--- config.mk ---
export PLATFORM = sky130hd
export DESIGN_NAME = bios_keyboard_buffer_core
export DESIGN_NICKNAME = d
export VERILOG_FILES = /design/src/sv/bkb_pkg.sv /design/src/sv/bkb_ring.sv /design/src/sv/bkb_decode.sv /design/src/sv/bios_keyboard_buffer_core.sv
export SDC_FILE = /design/constraint.sdc
export NUM_CORES = 1
export LEC_CHECK = 0
export BUFFER_PORTS_ARGS = -buffer_cell sky130_fd_sc_hd__buf_2
export CAP_MARGIN = 30
export CORE_MARGIN = 1.5
export CORE_UTILIZATION = 30
export CTS_CLUSTER_SIZE = 14
export DETAILED_ROUTE_END_ITERATION = 8
export PLACE_DENSITY = 0.49
export SLEW_MARGIN = 20
export SYNTH_ARGS = -nofsm -noshare
export SYNTH_HDL_FRONTEND = slang
export SYNTH_HIERARCHICAL = 1
export SYNTH_SLANG_ARGS = --single-unit
--- constraint.sdc ---
create_clock -name clk -period 3.6 [get_ports clk]
set_input_delay 0.18 -clock clk [delete_from_list [all_inputs] [get_ports clk]]
set_output_delay 0.18 -clock clk [all_outputs]
set_load 0.005 [all_outputs]
--- src/sv/bkb_pkg.sv ---
// ----------------------------------------------------------------------------
// bkb_pkg
// Types, codes and helpers shared by the keyboard buffer core.
// ----------------------------------------------------------------------------
package bkb_pkg;

  localparam int SLOT_W     = 5;
  localparam int START_W    = 4;
  localparam int SLOT_COUNT = 1 << SLOT_W;
  localparam int KEY_W      = 16;
  localparam int CFG_IDX_W  = 1;
  localparam int CFG_DATA_W = SLOT_W;

  typedef logic [SLOT_W-1:0]  slot_t;
  typedef logic [START_W-1:0] start_t;
  typedef logic [KEY_W-1:0]   key_t;

  localparam start_t START_SLOT_RESET = start_t'(0);
  localparam slot_t  END_SLOT_RESET   = slot_t'(16);

  localparam logic CMD_ADD  = 1'b0;
  localparam logic CMD_CALL = 1'b1;

  localparam logic [7:0] FN_GET       = 8'h00;
  localparam logic [7:0] FN_CHECK     = 8'h01;
  localparam logic [7:0] FN_SHIFT     = 8'h02;
  localparam logic [7:0] FN_FUNC      = 8'h09;
  localparam logic [7:0] FN_GET_ENH   = 8'h10;
  localparam logic [7:0] FN_CHECK_ENH = 8'h11;

  localparam logic [1:0] ST_OK    = 2'd0;
  localparam logic [1:0] ST_FULL  = 2'd1;
  localparam logic [1:0] ST_EMPTY = 2'd2;
  localparam logic [1:0] ST_UNSUP = 2'd3;

  localparam logic [CFG_IDX_W-1:0] CFG_START = 1'b0;
  localparam logic [CFG_IDX_W-1:0] CFG_END   = 1'b1;

  typedef struct packed {
    logic       command;
    logic [7:0] function_code;
    logic [7:0] key_ascii;
    logic [7:0] key_scan;
    logic [7:0] shift_flags;
  } in_item_t;

  typedef struct packed {
    logic [7:0] al_value;
    logic [7:0] ah_value;
    logic       al_written;
    logic       ah_written;
    logic       zero_flag;
    logic       zf_written;
    logic [1:0] status;
  } out_item_t;

  typedef struct packed {
    logic push;
    logic pop;
    key_t key;
  } ring_cmd_t;

  typedef struct packed {
    logic empty;
    logic full;
    key_t head;
  } ring_stat_t;

  function automatic slot_t slot_advance(slot_t slot, start_t start_slot, slot_t end_slot);
    logic [SLOT_W:0] nxt;
    nxt = {1'b0, slot} + 1'b1;
    if (nxt >= {1'b0, end_slot}) begin
      nxt = {2'b00, start_slot};
    end
    return nxt[SLOT_W-1:0];
  endfunction

endpackage

--- src/sv/bkb_ring.sv ---
// ----------------------------------------------------------------------------
// bkb_ring
// Key store with read and write pointers, wrap and full/empty status.
// ----------------------------------------------------------------------------
module bkb_ring
  import bkb_pkg::*;
#(
  parameter int BUFFER_SLOTS = 16
) (
  input  logic       clk,
  input  logic       rst_n,
  input  start_t     start_slot,
  input  slot_t      end_slot,
  input  ring_cmd_t  cmd,
  output ring_stat_t stat
);

  localparam int STORE_DEPTH = (BUFFER_SLOTS < SLOT_COUNT) ? BUFFER_SLOTS : SLOT_COUNT;
  localparam int IDX_W       = $clog2(STORE_DEPTH);

  logic [IDX_W-1:0] idx_map [SLOT_COUNT];
  key_t             store_r [STORE_DEPTH];
  slot_t            rd_slot_r, rd_slot_nxt;
  slot_t            wr_slot_r, wr_slot_nxt;
  slot_t            wr_adv;
  slot_t            rd_adv;

  for (genvar g = 0; g < SLOT_COUNT; g++) begin : g_idx_map
    assign idx_map[g] = IDX_W'(g % BUFFER_SLOTS);
  end

  assign wr_adv = slot_advance(wr_slot_r, start_slot, end_slot);
  assign rd_adv = slot_advance(rd_slot_r, start_slot, end_slot);

  assign stat.empty = (rd_slot_r == wr_slot_r);
  assign stat.full  = (wr_adv == rd_slot_r);
  assign stat.head  = store_r[idx_map[rd_slot_r]];

  always_comb begin
    wr_slot_nxt = cmd.push ? wr_adv : wr_slot_r;
    rd_slot_nxt = cmd.pop  ? rd_adv : rd_slot_r;
  end

  always_ff @(posedge clk) begin
    if (!rst_n) begin
      rd_slot_r <= slot_t'(START_SLOT_RESET);
      wr_slot_r <= slot_t'(START_SLOT_RESET);
    end else begin
      rd_slot_r <= rd_slot_nxt;
      wr_slot_r <= wr_slot_nxt;
    end
  end

  always_ff @(posedge clk) begin
    if (cmd.push) begin
      store_r[idx_map[wr_slot_r]] <= cmd.key;
    end
  end

endmodule

--- src/sv/bkb_decode.sv ---
// ----------------------------------------------------------------------------
// bkb_decode
// Decodes one held item against the ring status into a result and a
// ring update.
// ----------------------------------------------------------------------------
module bkb_decode
  import bkb_pkg::*;
(
  input  logic       fire,
  input  in_item_t   item,
  input  ring_stat_t stat,
  output out_item_t  result,
  output ring_cmd_t  cmd
);

  always_comb begin
    result   = '0;
    cmd      = '0;
    cmd.key  = {item.key_scan, item.key_ascii};
    if (item.command == CMD_ADD) begin
      if (stat.full) begin
        result.status = ST_FULL;
      end else begin
        cmd.push = fire;
      end
    end else begin
      case (item.function_code)
        FN_GET, FN_GET_ENH: begin
          if (stat.empty) begin
            result.status = ST_EMPTY;
          end else begin
            result.al_value   = stat.head[7:0];
            result.ah_value   = stat.head[15:8];
            result.al_written = 1'b1;
            result.ah_written = 1'b1;
            cmd.pop           = fire;
          end
        end
        FN_CHECK, FN_CHECK_ENH: begin
          result.zf_written = 1'b1;
          if (stat.empty) begin
            result.zero_flag = 1'b1;
          end else begin
            result.al_value   = stat.head[7:0];
            result.ah_value   = stat.head[15:8];
            result.al_written = 1'b1;
            result.ah_written = 1'b1;
          end
        end
        FN_SHIFT: begin
          result.al_value   = item.shift_flags;
          result.al_written = 1'b1;
        end
        FN_FUNC: begin
          result.al_written = 1'b1;
        end
        default: begin
          result.status = ST_UNSUP;
        end
      endcase
    end
  end

endmodule

--- src/sv/bios_keyboard_buffer_core.sv ---
// ----------------------------------------------------------------------------
// bios_keyboard_buffer_core
// Keyboard ring buffer with int 16h call decode.
//
//   channel  dir  handshake            payload
//   in_      in   in_valid/in_ready    in_item_t  (add key or call)
//   out_     out  out_valid/out_ready  out_item_t (one result per item)
//   cfg_     in   cfg_valid/cfg_ready  cfg_index, cfg_data (start, end slot)
//
// One item per cycle unless out_ready stalls; items pass input and result registers.
// The pointer compare, store read and wrap sit between the input register
// and the result register, so each item sees the pointers left by the last.
// A stalled result holds the input register; in_ready falls only then.
// Reset clears pointers to slot 0 and the region to slots 0 to 15;
// cfg_ready is always high.
// ----------------------------------------------------------------------------
module bios_keyboard_buffer_core
  import bkb_pkg::*;
#(
  parameter int BUFFER_SLOTS = 16
) (
  input  logic                  clk,
  input  logic                  rst_n,
  input  logic                  in_valid,
  output logic                  in_ready,
  input  in_item_t              in_data,
  output logic                  out_valid,
  input  logic                  out_ready,
  output out_item_t             out_data,
  input  logic                  cfg_valid,
  output logic                  cfg_ready,
  input  logic [CFG_IDX_W-1:0]  cfg_index,
  input  logic [CFG_DATA_W-1:0] cfg_data
);

  in_item_t   in_r;
  logic       in_valid_r, in_valid_nxt;
  out_item_t  out_r;
  logic       out_valid_r, out_valid_nxt;
  start_t     start_slot_r;
  slot_t      end_slot_r;
  logic       fire;
  out_item_t  result;
  ring_cmd_t  ring_cmd;
  ring_stat_t ring_stat;

  assign fire      = in_valid_r && (!out_valid_r || out_ready);
  assign in_ready  = !in_valid_r || fire;
  assign out_valid = out_valid_r;
  assign out_data  = out_r;
  assign cfg_ready = 1'b1;

  always_comb begin
    in_valid_nxt  = in_valid_r;
    out_valid_nxt = out_valid_r;
    if (fire) begin
      in_valid_nxt = 1'b0;
    end
    if (in_valid && in_ready) begin
      in_valid_nxt = 1'b1;
    end
    if (out_ready) begin
      out_valid_nxt = 1'b0;
    end
    if (fire) begin
      out_valid_nxt = 1'b1;
    end
  end

  always_ff @(posedge clk) begin
    if (!rst_n) begin
      in_valid_r  <= 1'b0;
      out_valid_r <= 1'b0;
    end else begin
      in_valid_r  <= in_valid_nxt;
      out_valid_r <= out_valid_nxt;
    end
  end

  always_ff @(posedge clk) begin
    if (in_valid && in_ready) begin
      in_r <= in_data;
    end
    if (fire) begin
      out_r <= result;
    end
  end

  always_ff @(posedge clk) begin
    if (!rst_n) begin
      start_slot_r <= START_SLOT_RESET;
      end_slot_r   <= END_SLOT_RESET;
    end else if (cfg_valid) begin
      case (cfg_index)
        CFG_START: start_slot_r <= cfg_data[START_W-1:0];
        CFG_END:   end_slot_r   <= cfg_data;
        default: begin
        end
      endcase
    end
  end

  bkb_decode u_decode (
    .fire   (fire),
    .item   (in_r),
    .stat   (ring_stat),
    .result (result),
    .cmd    (ring_cmd)
  );

  bkb_ring #(
    .BUFFER_SLOTS (BUFFER_SLOTS)
  ) u_ring (
    .clk        (clk),
    .rst_n      (rst_n),
    .start_slot (start_slot_r),
    .end_slot   (end_slot_r),
    .cmd        (ring_cmd),
    .stat       (ring_stat)
  );

endmodule

==> results.py <==
metrics = {
    "finish": {
        "layout-drive-gt1-share": 0.3571,
        "syn2layout_area_growth_pct": 23.78,
        "layout_common_cells": "311 x edfxtp_1, 80 x mux4_2, 68 x buf_2, 41 x clkbuf_16, 41 x dlygate4sd3_1",
        "final_cells": 1450,
        "final_core_util": 0.3753,
        "finalInstanceArea_sq_um": 16560,
        "fillers": 4088,
        "layout_commonest_cell": "edfxtp_1",
        "nets": 887,
    },
    "detailed_routing": {
        "detail-route-antenna-nets": 0,
        "drcViolationCount": 0,
        "drt_iter0_drc": 623,
        "vias_per_cell": 4.743,
        "first_pass_iters": 5,
        "wl_microns": 30900,
        "vias": 6878,
        "post_drt_wl_per_cell_microns": 21.31,
    },
    "critical_path": {
        "path_max_fanout": 16,
        "r2r_slack_ps": -40,
        "crit_top_cell": "buf_4",
        "worst-r2r-cell-count": 16,
        "crit_family": "buffers and inverters",
        "critPathRequiredTime_ps": 3880,
        "cp_cell_sequence": "buf_4 -> inv_1 -> ha_4 -> ha_1 -> a211oi_2 -> o21ai_2 -> buf_4 -> nor4b_4 -> a211oi_2 -> a2111oi_4 -> nor3b_2 -> buf_4 -> buf_4 -> and3_4 -> and2_4 -> buf_12",
        "critPathArrivalTime_ps": 3920,
        "critPathMaxStageDelay_ps": 390,
        "start_kind": "register",
        "slowest_stage": "a2111oi_4",
        "cp_num_buf_inv": 6,
        "r2r_start": "u_ring/wr_slot_r[0]",
        "timing.rr.end": "u_ring/store_r[5][13]",
        "path_class": "reg -> reg",
        "endpoint_kind": "register",
    },
    "run_status": {
        "outcome": "complete, but fails checks",
        "violations": "negative setup slack",
    },
    "pwr": {
        "leakagePower_nw": 5.416,
        "power_mw": 8.412,
        "switching_power_mw": 1.786,
        "p_int_mw": 6.626,
        "clockPowerShare": 0.444,
        "p_sw_frac": 0.2123,
        "irDropWorstVdd_v": 0.0004263,
        "power_frac_seq": 0.517,
        "power.share.combinational": 0.038,
        "pwr_density_cell_nw_per_um2": 507.9,
    },
    "floorplanning": {
        "core.rowCount": 77,
        "die_w_microns": 214.2,
        "core_sq_um": 44120,
        "fp.dieArea_sq_um": 45870,
        "start_util": 0.3032,
        "ios": 69,
        "die_h_microns": 214.2,
    },
    "min_path": {
        "hp-start": "rst_n",
        "hold_path_end": "end_slot_r[4]",
        "whs_path_depth": 2,
        "hp-class": "in -> reg",
    },
    "timing": {
        "fin_worst_skew_ps": 18.99,
        "fin_ws_ps": -38.67,
        "report.final.setup_viol": 127,
        "fin_setup_tns_ps": -2419,
        "rsz0062_at_grt": "yes",
        "slew_violations": 0,
        "holdWs_ps": 20.19,
        "slew_headroom": 0.3859,
        "finalCritPeriodShare": 1.011,
        "hold_violations": 0,
        "fin_crit_ps": 3639,
        "max_freq_ghz": 0.2748,
        "worst_pin_slew_ps": 919.0,
    },
    "yosys": {
        "syn-cell-area_sq_um": 13380,
        "ys_seq_area_frac": 0.7294,
        "yosys_register_bits": 332,
        "synth_fp_nets": 736,
        "synth_edf_count": 311,
        "synthFlopType": "edfxtp_1",
        "synth.avg_cell_area_sq_um": 19.76,
        "syn_inst": 677,
        "async_flop_share": 0,
        "yosysWarnings": 6,
        "ys_types": 56,
    },
    "clocking": {
        "numCtsBuffers": 39,
        "root_buffer": "clkbuf_16",
        "cts_tree": "done",
        "cts.sinks": 332,
        "clockBufferDepth": 3,
        "cts-htree-levels": 2,
        "worstSkewPairLatency_ps": 540,
        "path_clk_slew_ps": 60,
    },
    "grt": {
        "use_met1": 0.1961,
        "grt_max_degree": 35,
        "grt_pass1_wl_microns": 45510,
        "use_met2": 0.1985,
        "antenna_found_initial": 2,
        "grt-busiest-layer": "met2",
        "grt_pass1_vias": 6961,
        "gr-total-overflow": 0,
        "grtUsageTotal": 0.1332,
        "grtUsageMet3": 0.02681,
    },
    "placed_design": {
        "place.gp.congestion": 0.8014,
        "dp_slack_ps": -129.1,
        "placedCellCount": 1327,
        "placed_cell_area_sq_um": 14690,
        "hpwl_microns": 19760,
        "port_buffers": 67,
    },
    "run": {
        "drv_cap": 0,
    },
}
-- area by class of cell --
type	instances	area, sq um	share of cell area
clock buffer	47	1027	0.06203
inverter	13	51.30	0.003098
sequential	332	9772	0.5901
clock inverter	23	180.2	0.01088
tap	592	740.7	0.04473
timing repair buffer	160	1339	0.08084
antenna	1	2.502	0.0001511
multi-input combinational	282	3448	0.2082
-- registers in the layout, summed over array words and instances, names as in the netlist --
name	cells
u_ring/store_r	256
in_r	33
out_data	22
end_slot_r	5
u_ring/rd_slot_r	5
u_ring/wr_slot_r	5
start_slot_r	4
in_valid_r	1
out_valid	1
-- Yosys cell counts, types with 4 or more instances --
master	count	share of area
edfxtp_1	311	0.70
mux4_2	80	0.13
and2_1	25	0.012
dfxtp_1	21	0.031
buf_4	18	0.010
nand2_1	18	0.0050
buf_2	16	0.0060
ha_1	15	0.014
nor2_1	14	0.0039
inv_1	13	0.0036
clkbuf_1	12	0.0034
mux2i_1	11	0.0082
a22oi_1	9	0.0050
nand3_1	9	0.0034
o21ai_0	9	0.0034
xnor2_1	9	0.0059
nand2b_1	7	0.0033
a211oi_1	6	0.0034
nor3_1	6	0.0022
xor2_1	6	0.0039
a21oi_1	5	0.0019
nand4b_1	4	0.0026
o21a_1	4	0.0022
-- power by group through the flow --
stage          sequential [mW]  combinational, mW  clock [mW]
6_report                  4.35              0.322        3.74
5_1_grt                   4.36              0.349        3.99
4_1_cts                   4.35              0.300        3.85
3_5_place_dp              4.43              0.249           0
3_3_place_gp              4.43              0.249           0
2_1_floorplan             4.37              0.171           0
-- layer usage --
metal / part of all wire / routed length [microns] / vias to the layer above
met5: 0 / 0 / -
met3: 0.059 / 1823 / 47
li1: - / - / 3040
met2: 0.45 / 13930 / 183
met1: 0.47 / 14450 / 3608
met4: 0.022 / 692 / 0
-- what timing repair did --
| item | in CTS | in global routing |
|---|---|---|
| hold buffers | 41 | 0 |
| gates resized for setup | 5 | 29 |
| pin swaps | 3 | 12 |
| endpoints found under the setup margin | 256 | 257 |
| gates cloned | 0 | 1 |
| setup buffers | 7 | 4 |
| hold endpoints to repair | 43 | 0 |
-- how the worst max path moves through the flow --
stage | start | endpoint | cells past startpoint
detailed placement | u_ring/wr_slot_r[1] | u_ring/store_r[2][2] | 15
floorplan | u_ring/wr_slot_r[0] | u_ring/store_r[15][0] | 13
CTS | u_ring/wr_slot_r[1] | u_ring/store_r[6][15] | 16
global route | u_ring/wr_slot_r[0] | u_ring/store_r[5][10] | 16
global placement | u_ring/wr_slot_r[1] | u_ring/store_r[2][4] | 15
finish | u_ring/wr_slot_r[0] | u_ring/store_r[5][13] | 16
-- cell families (layout without fill, tap and decap cells) --
family | after synthesis | after routing | share of synthesized area
compound gates | 48 | 48 | 0.02562
xor+xnor | 16 | 16 | 0.01104
fa+ha+maj | 15 | 15 | 0.01403
buf+inv | 63 | 243 | 0.02590
flops | 332 | 332 | 0.7294
mux | 92 | 92 | 0.1440
other cells | 1 | 2 | 0.0002803
simple gates | 110 | 110 | 0.04966
-- worst reg2reg max path, cell delays in order (launching register included) --
cell and delay, ps:
dfxtp_2 330, buf_4 140, inv_1 110, ha_4 220, ha_1 300, a211oi_2 280
o21ai_2 140, buf_4 170, nor4b_4 330, a211oi_2 90, a2111oi_4 390, nor3b_2 80
buf_4 170, buf_4 170, and3_4 170, and2_4 160, buf_12 150
Note: power is estimated with default switching activity, not from simulation.
